**config.mk**
```make
export PLATFORM = sky130hd
export DESIGN_NAME = bicolor_led_matrix_scan_framebuffer_unit_flat
export DESIGN_NICKNAME = d
export VERILOG_FILES = /design/src/rtl/core/bclm_pkg.sv /design/src/rtl/core/bclm_if.sv /design/src/rtl/core/bclm_store.sv /design/src/rtl/core/bicolor_led_matrix_scan_framebuffer_unit.sv /design/src/flat_wrapper.sv
export SDC_FILE = /design/constraint.sdc
export NUM_CORES = 1
export LEC_CHECK = 0
export ABC_CLOCK_PERIOD_IN_PS = 5370
export BUFFER_PORTS_ARGS = -buffer_cell sky130_fd_sc_hd__buf_2
export CAP_MARGIN = 25
export CORE_ASPECT_RATIO = 1.4
export CORE_MARGIN = 3
export CORE_UTILIZATION = 55
export CTS_CLUSTER_SIZE = 8
export DETAILED_ROUTE_END_ITERATION = 12
export PLACE_DENSITY = 0.71
export SYNTH_ARGS = -nofsm -noshare
export SYNTH_HDL_FRONTEND = slang
export SYNTH_HIERARCHICAL = 1
export SYNTH_SLANG_ARGS = --single-unit
```
**constraint.sdc**
```tcl
create_clock -name clk -period 5.37 [get_ports clk]
set_clock_uncertainty 0.05 [all_clocks]
set_input_delay 0.537 -clock clk [delete_from_list [all_inputs] [get_ports clk]]
set_output_delay 0.537 -clock clk [all_outputs]
set_load 0.01 [all_outputs]
```
**src/rtl/core/bclm_pkg.sv**
```systemverilog
// ----------------------------------------------------------------------------
// bclm_pkg
// Shared types, codes and constants of the bicolour LED matrix frame store.
// ----------------------------------------------------------------------------
package bclm_pkg;

  localparam int ROWS_DEF = 16;
  localparam int PLANE_W  = 16;
  localparam int ADDR_W   = 4;

  localparam logic [PLANE_W-1:0] TOP_BIT = 16'h8000;

  typedef logic [1:0]         mode_t;
  typedef logic [1:0]         color_t;
  typedef logic [ADDR_W-1:0]  row_t;
  typedef logic [3:0]         bit_t;
  typedef logic [PLANE_W-1:0] plane_t;

  localparam mode_t MODE_PLOT  = 2'd0;
  localparam mode_t MODE_CLEAR = 2'd1;
  localparam mode_t MODE_SCAN  = 2'd2;
  localparam mode_t MODE_BLANK = 2'd3;

  localparam color_t COLOR_OFF    = 2'd0;
  localparam color_t COLOR_GREEN  = 2'd1;
  localparam color_t COLOR_RED    = 2'd2;
  localparam color_t COLOR_YELLOW = 2'd3;

  // Request from the sequencer to the frame store.
  typedef struct packed {
    logic   rd_en;
    row_t   rd_addr;
    logic   wr_en;
    row_t   wr_addr;
    plane_t wr_green;
    plane_t wr_red;
    logic   clr;
  } store_req_t;

  // Registered read data of both planes.
  typedef struct packed {
    plane_t green;
    plane_t red;
  } store_rd_t;

endpackage

```
**src/rtl/core/bclm_if.sv**
```systemverilog
// ----------------------------------------------------------------------------
// bclm_in_if / bclm_out_if
// Valid/ready channels carrying command beats in and latch words out.
// ----------------------------------------------------------------------------
interface bclm_in_if;
  import bclm_pkg::*;

  logic   valid;
  logic   ready;
  mode_t  mode;
  color_t color;
  row_t   pixel_row;
  bit_t   pixel_bit;

  modport source (output valid, output mode, output color, output pixel_row,
                  output pixel_bit, input ready);
  modport sink   (input valid, input mode, input color, input pixel_row,
                  input pixel_bit, output ready);
endinterface

interface bclm_out_if;
  import bclm_pkg::*;

  logic   valid;
  logic   ready;
  plane_t red_cathode;
  plane_t green_cathode;
  plane_t anode;
  row_t   scan_row;

  modport source (output valid, output red_cathode, output green_cathode,
                  output anode, output scan_row, input ready);
  modport sink   (input valid, input red_cathode, input green_cathode,
                  input anode, input scan_row, output ready);
endinterface

```
**src/rtl/core/bclm_store.sv**
```systemverilog
// ----------------------------------------------------------------------------
// bclm_store
// Green and red plane memories with registered read data and a
// per-row valid vector, so that a clear needs no pass over the rows.
// ----------------------------------------------------------------------------
module bclm_store #(
  parameter int ROWS = bclm_pkg::ROWS_DEF
) (
  input  logic                   clk,
  input  logic                   rst_n,
  input  bclm_pkg::store_req_t   req,
  output bclm_pkg::store_rd_t    rd
);
  import bclm_pkg::*;

  localparam int ROW_W = (ROWS > 1) ? $clog2(ROWS) : 1;

  plane_t            green_mem [ROWS];
  plane_t            red_mem   [ROWS];
  logic [ROWS-1:0]   vld_r;
  logic [ROWS-1:0]   vld_nxt;
  logic              rd_vld_r;
  plane_t            rd_green_r;
  plane_t            rd_red_r;

  // Rows never written since the last clear read as zero.
  always_comb begin
    vld_nxt = vld_r;
    if (req.clr) begin
      vld_nxt = '0;
    end else if (req.wr_en) begin
      vld_nxt[req.wr_addr[ROW_W-1:0]] = 1'b1;
    end
  end

  always_ff @(posedge clk) begin
    if (!rst_n) begin
      vld_r    <= '0;
      rd_vld_r <= 1'b0;
    end else begin
      vld_r <= vld_nxt;
      if (req.rd_en) begin
        rd_vld_r <= vld_r[req.rd_addr[ROW_W-1:0]];
      end
    end
  end

  always_ff @(posedge clk) begin
    if (req.wr_en) begin
      green_mem[req.wr_addr[ROW_W-1:0]] <= req.wr_green;
      red_mem[req.wr_addr[ROW_W-1:0]]   <= req.wr_red;
    end
    if (req.rd_en) begin
      rd_green_r <= green_mem[req.rd_addr[ROW_W-1:0]];
      rd_red_r   <= red_mem[req.rd_addr[ROW_W-1:0]];
    end
  end

  assign rd.green = rd_vld_r ? rd_green_r : '0;
  assign rd.red   = rd_vld_r ? rd_red_r   : '0;

  // The sequencer never reads and writes in the same cycle.
  a_no_rd_wr_overlap: assert property (@(posedge clk) disable iff (!rst_n)
    req.wr_en |-> !req.rd_en)
    else $error("frame store read and write in the same cycle");

  // A clear leaves no row marked as written.
  a_clear_empties: assert property (@(posedge clk) disable iff (!rst_n)
    req.clr |=> (vld_r == '0))
    else $error("valid rows remain after a clear");

  // A write marks its row unless a clear wins.
  a_write_marks: assert property (@(posedge clk) disable iff (!rst_n)
    (req.wr_en && !req.clr) |=> vld_r[$past(req.wr_addr[ROW_W-1:0])])
    else $error("written row not marked valid");

endmodule

```
**src/rtl/core/bicolor_led_matrix_scan_framebuffer_unit.sv**
```systemverilog
// ----------------------------------------------------------------------------
// bicolor_led_matrix_scan_framebuffer_unit
// Bicolour LED matrix frame store with a row-scan latch word output.
// ----------------------------------------------------------------------------
// Usage: command beats arrive on in_ch (mode, color, pixel_row, pixel_bit).
// A plot beat sets or clears one pixel, a clear beat wipes both planes and
// returns the scan row to 0; neither produces an output beat. A scan beat
// produces one latch word on out_ch (inverted red row, inverted green row,
// one-hot anode and the row index) and advances the scan row modulo ROWS.
// A blank beat produces an all-zero word.
// in_ch is ready only in the idle state, so a command is not taken before
// the last one is done. On acceptance the row is read from the plane
// memories, whose read data is registered; the execute state then writes a
// plot back or loads the output register. out_ch.valid comes from the output
// register, so it rises at the edge that loads a scan or blank word.
// When the receiver stalls, the finished word waits in the output register.
// Plots and clears still pass, and the next scan or blank is accepted but
// holds in its execute state until the register frees, blocking in_ch.
// Reset clears the row-valid bits, the scan row and both handshakes at once,
// so the store reads as all zero with no clearing pass.
// ----------------------------------------------------------------------------
module bicolor_led_matrix_scan_framebuffer_unit #(
  parameter int ROWS = bclm_pkg::ROWS_DEF
) (
  input  logic        clk,
  input  logic        rst_n,
  bclm_in_if.sink     in_ch,
  bclm_out_if.source  out_ch
);
  import bclm_pkg::*;

  localparam int ROW_W = (ROWS > 1) ? $clog2(ROWS) : 1;

  localparam logic ST_IDLE = 1'b0;
  localparam logic ST_EXEC = 1'b1;

  logic             state_r, state_nxt;
  logic [ROW_W-1:0] scan_cnt_r, scan_cnt_nxt;
  mode_t            mode_r;
  color_t           color_r;
  row_t             wr_addr_r;
  bit_t             bit_r;
  logic             row_hit_r;

  logic             out_valid_r, out_valid_nxt;
  plane_t           out_red_r, out_green_r, out_anode_r;
  row_t             out_row_r;

  logic             in_accept;
  logic             out_free;
  logic             out_load;
  plane_t           mask;
  store_req_t       req;
  store_rd_t        rd;

  assign in_accept = in_ch.valid && (state_r == ST_IDLE);
  assign out_free  = !out_valid_r || out_ch.ready;
  assign mask      = TOP_BIT >> bit_r;

  // Sequencer: read on acceptance, then in the execute state modify and write back or emit.
  always_comb begin
    state_nxt    = state_r;
    scan_cnt_nxt = scan_cnt_r;
    out_load     = 1'b0;
    req          = '0;
    req.wr_addr  = wr_addr_r;
    req.wr_green = rd.green;
    req.wr_red   = rd.red;
    req.rd_addr  = (in_ch.mode == MODE_SCAN) ? row_t'(scan_cnt_r) : in_ch.pixel_row;

    unique case (state_r)
      ST_IDLE: begin
        if (in_accept) begin
          req.rd_en = 1'b1;
          state_nxt = ST_EXEC;
        end
      end
      default: begin
        unique case (mode_r)
          MODE_PLOT: begin
            req.wr_en = row_hit_r;
            unique case (color_r)
              COLOR_OFF: begin
                req.wr_green = rd.green & ~mask;
                req.wr_red   = rd.red & ~mask;
              end
              COLOR_GREEN:  req.wr_green = rd.green | mask;
              COLOR_RED:    req.wr_red   = rd.red | mask;
              default: begin
                req.wr_green = rd.green | mask;
                req.wr_red   = rd.red | mask;
              end
            endcase
            state_nxt = ST_IDLE;
          end
          MODE_CLEAR: begin
            req.clr      = 1'b1;
            scan_cnt_nxt = '0;
            state_nxt    = ST_IDLE;
          end
          default: begin
            // Scan and blank wait here until the output register is free.
            if (out_free) begin
              out_load  = 1'b1;
              state_nxt = ST_IDLE;
              if (mode_r == MODE_SCAN) begin
                scan_cnt_nxt = (scan_cnt_r == ROW_W'(ROWS - 1)) ? '0
                                                                : scan_cnt_r + 1'b1;
              end
            end
          end
        endcase
      end
    endcase
  end

  always_comb begin
    out_valid_nxt = out_valid_r;
    if (out_load) begin
      out_valid_nxt = 1'b1;
    end else if (out_ch.ready) begin
      out_valid_nxt = 1'b0;
    end
  end

  always_ff @(posedge clk) begin
    if (!rst_n) begin
      state_r     <= ST_IDLE;
      scan_cnt_r  <= '0;
      out_valid_r <= 1'b0;
    end else begin
      state_r     <= state_nxt;
      scan_cnt_r  <= scan_cnt_nxt;
      out_valid_r <= out_valid_nxt;
    end
  end

  // Command fields held for the execute state.
  always_ff @(posedge clk) begin
    if (in_accept) begin
      mode_r    <= in_ch.mode;
      color_r   <= in_ch.color;
      wr_addr_r <= in_ch.pixel_row;
      bit_r     <= in_ch.pixel_bit;
      row_hit_r <= ({1'b0, in_ch.pixel_row} < 5'(ROWS));
    end
  end

  // Output register; a blank word is zero in every field.
  always_ff @(posedge clk) begin
    if (out_load) begin
      if (mode_r == MODE_SCAN) begin
        out_red_r   <= ~rd.red;
        out_green_r <= ~rd.green;
        out_anode_r <= TOP_BIT >> scan_cnt_r;
        out_row_r   <= row_t'(scan_cnt_r);
      end else begin
        out_red_r   <= '0;
        out_green_r <= '0;
        out_anode_r <= '0;
        out_row_r   <= '0;
      end
    end
  end

  bclm_store #(
    .ROWS (ROWS)
  ) u_store (
    .clk   (clk),
    .rst_n (rst_n),
    .req   (req),
    .rd    (rd)
  );

  assign in_ch.ready          = (state_r == ST_IDLE);
  assign out_ch.valid         = out_valid_r;
  assign out_ch.red_cathode   = out_red_r;
  assign out_ch.green_cathode = out_green_r;
  assign out_ch.anode         = out_anode_r;
  assign out_ch.scan_row      = out_row_r;

  // The scan row never leaves the populated rows.
  a_scan_in_range: assert property (@(posedge clk) disable iff (!rst_n)
    scan_cnt_r <= ROW_W'(ROWS - 1))
    else $error("scan row beyond the last row");

  // A clear always returns the scan row to the top.
  a_clear_resets_scan: assert property (@(posedge clk) disable iff (!rst_n)
    req.clr |=> (scan_cnt_r == '0))
    else $error("scan row not reset by a clear");

  // Plots and clears never produce a latch word.
  a_no_word_on_write: assert property (@(posedge clk) disable iff (!rst_n)
    (state_r == ST_EXEC && (mode_r == MODE_PLOT || mode_r == MODE_CLEAR))
      |-> !out_load)
    else $error("latch word produced by a plot or clear");

endmodule
```
**src/flat_wrapper.sv**
```systemverilog
// flat-port wrapper written by rule: the top's interface ports become plain ports
module bicolor_led_matrix_scan_framebuffer_unit_flat import bclm_pkg::*;
#(
  parameter int ROWS = bclm_pkg::ROWS_DEF
)
  (clk, rst_n, in_ch_valid, in_ch_mode, in_ch_color, in_ch_pixel_row, in_ch_pixel_bit, in_ch_ready, out_ch_valid, out_ch_red_cathode, out_ch_green_cathode, out_ch_anode, out_ch_scan_row, out_ch_ready);
  bclm_in_if in_ch_i ();
  bclm_out_if out_ch_i ();
  input  logic clk;
  input  logic rst_n;
  input wire logic [$bits(in_ch_i.valid)-1:0] in_ch_valid;
  input wire logic [$bits(in_ch_i.mode)-1:0] in_ch_mode;
  input wire logic [$bits(in_ch_i.color)-1:0] in_ch_color;
  input wire logic [$bits(in_ch_i.pixel_row)-1:0] in_ch_pixel_row;
  input wire logic [$bits(in_ch_i.pixel_bit)-1:0] in_ch_pixel_bit;
  output wire logic [$bits(in_ch_i.ready)-1:0] in_ch_ready;
  output wire logic [$bits(out_ch_i.valid)-1:0] out_ch_valid;
  output wire logic [$bits(out_ch_i.red_cathode)-1:0] out_ch_red_cathode;
  output wire logic [$bits(out_ch_i.green_cathode)-1:0] out_ch_green_cathode;
  output wire logic [$bits(out_ch_i.anode)-1:0] out_ch_anode;
  output wire logic [$bits(out_ch_i.scan_row)-1:0] out_ch_scan_row;
  input wire logic [$bits(out_ch_i.ready)-1:0] out_ch_ready;
  assign in_ch_i.valid = in_ch_valid;
  assign in_ch_i.mode = in_ch_mode;
  assign in_ch_i.color = in_ch_color;
  assign in_ch_i.pixel_row = in_ch_pixel_row;
  assign in_ch_i.pixel_bit = in_ch_pixel_bit;
  assign in_ch_ready = in_ch_i.ready;
  assign out_ch_valid = out_ch_i.valid;
  assign out_ch_red_cathode = out_ch_i.red_cathode;
  assign out_ch_green_cathode = out_ch_i.green_cathode;
  assign out_ch_anode = out_ch_i.anode;
  assign out_ch_scan_row = out_ch_i.scan_row;
  assign out_ch_i.ready = out_ch_ready;
  bicolor_led_matrix_scan_framebuffer_unit #(.ROWS(ROWS)) u_core (.clk(clk), .rst_n(rst_n), .in_ch(in_ch_i), .out_ch(out_ch_i));
endmodule
```
==> impl_metrics.json, run 1 <==
{
  "vias": 12094,
  "drt_iter0_drc": 1155,
  "cp.arrival_ns": 3.54,
  "hp-start": "in_ch_color[0]",
  "die_h_um": 255,
  "dp.final_hpwl_mm": 30.0,
  "grt_antenna_before_repair": 0,
  "setup_viol": 0,
  "r2r-end": "u_core/u_store/red_mem[8][5]$_DFFE_PP_",
  "r2r_setup_slack_ns": 2.04,
  "synth_compound_area_frac": 0.0230,
  "dieArea_um2": 47000,
  "fin_crit_sh": 0.620,
  "place.gp.congestion": 0.765,
  "ctsHoldBuffers": 0,
  "insertion_delay_ns": 0.61,
  "cap_violations": 0,
  "setup.worst_path.class": "reg2reg",
  "root_buffer": "clkbuf_16",
  "cts_tree": "done",
  "netlist_area_um2": 24400,
  "ctsResizeCount": 0,
  "drc": 0,
  "placed_area_um2": 25900,
  "crit_path_start_kind": "register",
  "avgSynthCellArea_um2": 21.6,
  "core_um2": 43500,
  "ios": 70,
  "drtAntennaViolNets": 0,
  "row_count": 90,
  "drive_gt1_frac": 0.313,
  "clockPowerShare": 0.445,
  "ys_seq_elements": 631,
  "worst_pin_slew_ns": 1.12,
  "p_comb_frac": 0.047,
  "power.switching_mw": 2.17,
  "antenna_cells": 0,
  "yosysWarnings": 6,
  "die-width_um": 184,
  "r2r-start": "u_core/mode_r[0]$_DFFE_PP_",
  "drv_slew": 0,
  "hold_path_depth": 1,
  "clk_pin_slew_ns": 0.05,
  "synth_cell_types": 43,
  "power_leakage_nw": 9.19,
  "post_drt_wl_per_cell_um": 30.1,
  "final_cell_area_um2": 28200,
  "synth_area_leaders": "edfxtp_1 75%, mux4_2 15%, dfxtp_1 1.9%",
  "synthAdderAreaFrac": 0.00461,
  "fmax_mhz": 300,
  "power_density_nw_per_um2": 382,
  "synth-xor-area-share": 0,
  "cts_setup_buffers": 0,
  "ys.flop_type": "edfxtp_1",
  "nets": 1315,
  "hold_viol": 0,
  "h-tree-depth": 3,
  "crit_chain": "inv_1 -> ha_1 -> and2_1 -> or3b_1 -> nor2_4 -> buf_4",
  "grt_pass1_vias": 12441,
  "grt_usage": 0.244,
  "io_buffers": 69,
  "crit_slowest_cell": "nor2_4",
  "grt_setup_unrepaired": "false",
  "synth_fp_nets": 1156,
  "clock-sinks": 631,
  "seqPwrFrac": 0.509,
  "via_per_inst": 6.52,
  "layout_commonest_cell": "edfxtp_1",
  "initial_core_util": 0.562,
  "routed_wl_mm": 55.9,
  "cts_buffer_depth": 3,
  "synth-edff-count": 608,
  "hp-class": "in2reg",
  "worstPathMaxFanout": 17,
  "grt_first_pass_wirelength_mm": 82.5,
  "synth_top_family_by_area": "multiplexers",
  "syn2layout_area_growth_pct": 15.6,
  "p_int_mw": 8.61,
  "crit_required_ns": 5.58,
  "cts_buffers": 88,
  "tns_ns": 0,
  "drtPass1Iterations": 5,
  "synth_top_area_share": 0.748,
  "max-slew-margin-rel": 0.252,
  "synth_simple_gate_area_frac": 0.0406,
  "netlist_instances": 1131,
  "end_kind": "register",
  "sw_frac_of_total": 0.201,
  "cpPeakStageDelay_ns": 0.80,
  "reg2regPathDepth": 6,
  "hold_path_end": "u_core/color_r[0]$_DFFE_PP_",
  "grt_max_degree": 131,
  "ys_seq_area_frac": 0.766,
  "ir_worst_vdd_mv": 0.245,
  "fin_crit_ns": 3.33,
  "status": "finished, final reports clean",
  "mostFrequentLayoutCells": "608 x edfxtp_1, 162 x mux4_2, 89 x clkbuf_16",
  "synthArstFlopShare": 0,
  "grt_overflow": 0,
  "synthMuxAreaShare": 0.151,
  "yosysTopAreaCell": "edfxtp_1"
}
## Yosys cell counts (2+ instances only)
master	number
a21oi_1	5
a221oi_1	2
and2_1	38
and3_1	6
and3b_1	2
buf_2	11
buf_6	11
clkbuf_1	33
dfxtp_1	23
edfxtp_1	608
ha_1	9
inv_1	9
mux2i_1	4
mux4_2	162
nand2_1	12
nand2b_1	4
nand3_1	2
nand3b_1	5
nand4b_1	5
nand4bb_1	6
nor2_1	23
nor2b_1	36
nor3_1	7
nor3b_1	2
o21a_1	16
o21ai_0	43
o21ai_1	27
or3b_1	2
or4_1	2
or4b_1	3
## through the flow
| step | utilization | total power, mW | worst slack [ns] | hold WS [ns] | instances |
|---|---|---|---|---|---|
| 2_1_floorplan | - | 5.93 | 1.33 | 0.385 | 1131 |
| 3_3_place_gp | 0.591 | 6.06 | 2.06 | 0.393 | 1741 |
| 3_5_place_dp | 0.595 | 6.08 | 2.02 | 0.405 | 1750 |
| 4_1_cts | 0.649 | 10.9 | 2.08 | 0.0272 | 1854 |
| 5_1_grt | 0.650 | 11.1 | 1.94 | 0.0350 | 1856 |
| 6_report | 0.650 | 10.8 | 2.04 | 0.0559 | 1856 |
## power groups by stage
stage,Clock (mW),Combinational (mW),Sequential (mW)
global placement,0,0.494,5.57
CTS,4.88,0.511,5.48
detailed placement,0,0.509,5.57
finish,4.79,0.505,5.48
floorplan,0,0.358,5.57
global route,5.09,0.542,5.48
## registers in the layout, indices dropped and copies added (netlist names), 2 cells and up
| signal | flops |
|---|---|
| u_core/u_store/green_mem | 256 |
| u_core/u_store/red_mem | 256 |
| u_core/out_ch.anode | 16 |
| u_core/out_ch.green_cathode | 16 |
| u_core/out_ch.red_cathode | 16 |
| u_core/u_store/rd_green_r | 16 |
| u_core/u_store/rd_red_r | 16 |
| u_core/u_store/vld_r | 16 |
| u_core/bit_r | 4 |
| u_core/out_ch.scan_row | 4 |
| u_core/scan_cnt_r | 4 |
| u_core/wr_addr_r | 4 |
| u_core/color_r | 2 |
| u_core/mode_r | 2 |
## cells by family (layout without fill, tap and decap cells)
kind of cell | after synthesis | in the layout
fa+ha+maj | 9 | 9
buf+inv | 65 | 238
mux | 167 | 167
flops | 631 | 631
simple gates | 160 | 160
compound gates | 99 | 99
## per-layer routing
metal  global-route usage  vias to the layer above  share of wire
met5                    0                        -              0
met4               0.0958                        0          0.033
met3               0.0390                      109          0.078
met2                0.392                      599           0.51
met1                0.341                     6396           0.38
li1                     -                     4990              -
## critical path: cells and delay by family, from the launching register on
kind                     cells  cell delay, ns
adder cells (fa/ha/maj)      1            0.29
buffers and inverters        2            0.58
flip-flops                   1            0.40
AND/OR/NAND/NOR              3            1.65
## area by class of cell
class                   count  area, µm²
flip-flops and latches    631      18700
fillers                  2787      15200
inverters                   9       33.8
well taps                 552        691
repair buffers            125        928
clock inverters             6       82.6
clock buffers              98       2260
multi-input cells         435       5520
## worst max-delay path by stage
stage,slack (ns),endpoint,startpoint
CTS,2.08,u_core/u_store/red_mem[8][2]$_DFFE_PP_,u_core/mode_r[0]$_DFFE_PP_
finish,2.04,u_core/u_store/red_mem[8][5]$_DFFE_PP_,u_core/mode_r[0]$_DFFE_PP_
floorplan,1.33,u_core/u_store/green_mem[0][0]$_DFFE_PP_,u_core/mode_r[0]$_DFFE_PP_
global route,1.94,u_core/u_store/red_mem[8][2]$_DFFE_PP_,u_core/mode_r[0]$_DFFE_PP_
detailed placement,2.02,u_core/u_store/rd_red_r[3]$_DFFE_PP_,in_ch_mode[0]
global placement,2.06,u_core/u_store/rd_red_r[10]$_DFFE_PP_,in_ch_mode[0]
(Power assumes the default switching activity.)
==> run 2: changes to the inputs <==
ABC_CLOCK_PERIOD_IN_PS = 3100   (was 5370)
clock period = 3.1 ns   (was 5.37 ns; I/O delays follow)
==> run 2 against run 1 <==
Against the previous run:
- final cell count rose by 2.7%
- sequential share of layout area decreased by 1.3 points
- routed wire length rose by 0.70%
- highest routed layer unchanged
==> impl_metrics.json, run 2 (synthesis gave the netlist of run 1 again) <==
{
  "worstPathMaxFanout": 19,
  "layout_commonest_cell": "edfxtp_1",
  "dieArea_um2": 47000,
  "drive_gt1_frac": 0.322,
  "crit_required_ns": 3.37,
  "ios": 70,
  "nets": 1357,
  "power_density_nw_per_um2": 658,
  "io_buffers": 69,
  "syn2layout_area_growth_pct": 17.8,
  "vias": 12147,
  "cp.arrival_ns": 3.23,
  "die-width_um": 184,
  "ir_worst_vdd_mv": 0.444,
  "cpPeakStageDelay_ns": 0.72,
  "drv_slew": 0,
  "post_drt_wl_per_cell_um": 29.5,
  "root_buffer": "clkbuf_16",
  "cts_buffers": 88,
  "insertion_delay_ns": 0.61,
  "grt_overflow": 0,
  "final_core_util": 0.662,
  "grt_usage": 0.247,
  "row_count": 90,
  "h-tree-depth": 3,
  "worst_pin_slew_ns": 0.984,
  "cp_common_cell": "mux4_2",
  "mostFrequentLayoutCells": "608 x edfxtp_1, 162 x mux4_2, 93 x clkbuf_16",
  "hold_viol": 0,
  "crit_buf_inv": 3,
  "ctsResizeCount": 0,
  "dp.final_hpwl_mm": 30.7,
  "drtAntennaViolNets": 0,
  "grt_pass1_vias": 12978,
  "tns_ns": 0,
  "cts_tree": "done",
  "setup_viol": 0,
  "crit_chain": "dlygate4sd3_1 -> buf_2 -> nand2b_1 -> o21ai_4 -> buf_12 -> mux4_2 -> mux4_2",
  "cts_buffer_depth": 3,
  "drc": 0,
  "clk_pin_slew_ns": 0.05,
  "routed_wl_mm": 56.3,
  "fin_crit_sh": 0.957,
  "path_delay_family": "multiplexers",
  "status": "finished, final reports clean",
  "setup.worst_path.class": "in2reg",
  "fin_crit_ns": 2.97,
  "grt_setup_unrepaired": "false",
  "clock-sinks": 631,
  "crit_path_start_kind": "input pin",
  "hp-class": "in2reg",
  "die_h_um": 255,
  "drt_iter0_drc": 1461,
  "power_leakage_nw": 9.47,
  "end_kind": "register",
  "grt_antenna_before_repair": 1,
  "drtPass1Iterations": 5,
  "max-slew-margin-rel": 0.340,
  "place.gp.congestion": 0.797,
  "grt_first_pass_wirelength_mm": 83.9,
  "grt_max_degree": 71,
  "cap_violations": 0,
  "antenna_cells": 0,
  "via_per_inst": 6.37,
  "core_um2": 43500,
  "fmax_mhz": 337,
  "initial_core_util": 0.562,
  "crit_slowest_cell": "o21ai_4"
}
run 2: path summary, 6_finish.rpt:
kind	startpoint	endpoint	slack (ns)	cells past startpoint
hold / removal	out_ch_ready	u_core/out_ch.valid$_SDFFE_PN0P_	0.06	4
setup / recovery	in_ch_mode[0]	u_core/u_store/rd_red_r[0]$_DFFE_PP_	0.13	7
hold reg to reg	u_core/u_store/vld_r[15]$_SDFFE_PP0P_	u_core/u_store/vld_r[15]$_SDFFE_PP0P_	0.41	1
setup reg to reg	u_core/scan_cnt_r[0]$_SDFFE_PN0P_	u_core/u_store/rd_red_r[0]$_DFFE_PP_	0.27	5
run 2: final cells by class:
class / instances / area, µm²
Sequential cell: 631 / 18700
Clock inverter: 2 / 17.5
Multi-Input combinational cell: 435 / 5540
Tap cell: 552 / 691
Inverter: 9 / 33.8
Clock buffer: 110 / 2390
Fill cell: 2764 / 14700
Timing Repair Buffer: 167 / 1390
run 2: metrics by stage:
stage	setup slack (ns)	cell area (µm²)	hold WS, ns	cells	total power, mW
3_5_place_dp	0.0918	26200	0.402	1780	10.6
3_3_place_gp	0.0963	26200	0.393	1780	10.6
6_report	0.133	28800	0.0567	1906	18.9
2_1_floorplan	-0.0611	24400	0.359	1131	10.3
4_1_cts	0.133	28800	0.0291	1905	19.1
5_1_grt	0.0652	28800	0.101	1906	19.5
run 2: tightest hold or removal path, stage by stage:
cell     delay [ns]
buf_2          0.11
nor2b_1        0.09
nor2_1         0.11
nor2_1         0.04
run 2: timing repair:
item                      in CTS  in global routing
hold buffers                  13                  0
setup buffers                  0                  0
hold endpoints to repair      13                  0
run 2: layer usage:
layer | vias to the layer above | global-route usage | part of all wire
li1 | 5076 | - | -
met4 | 0 | 0.110 | 0.040
met5 | - | 0 | 0
met3 | 138 | 0.0474 | 0.083
met2 | 658 | 0.405 | 0.51
met1 | 6275 | 0.326 | 0.37
run 2: report_power, final:
part	internal [mW]	switching (mW)	leakage, nW
clock network	5.28	3.20	1.18
logic	0.447	0.502	2.48
registers	9.45	0.0416	5.81
total	15.2	3.74	9.47
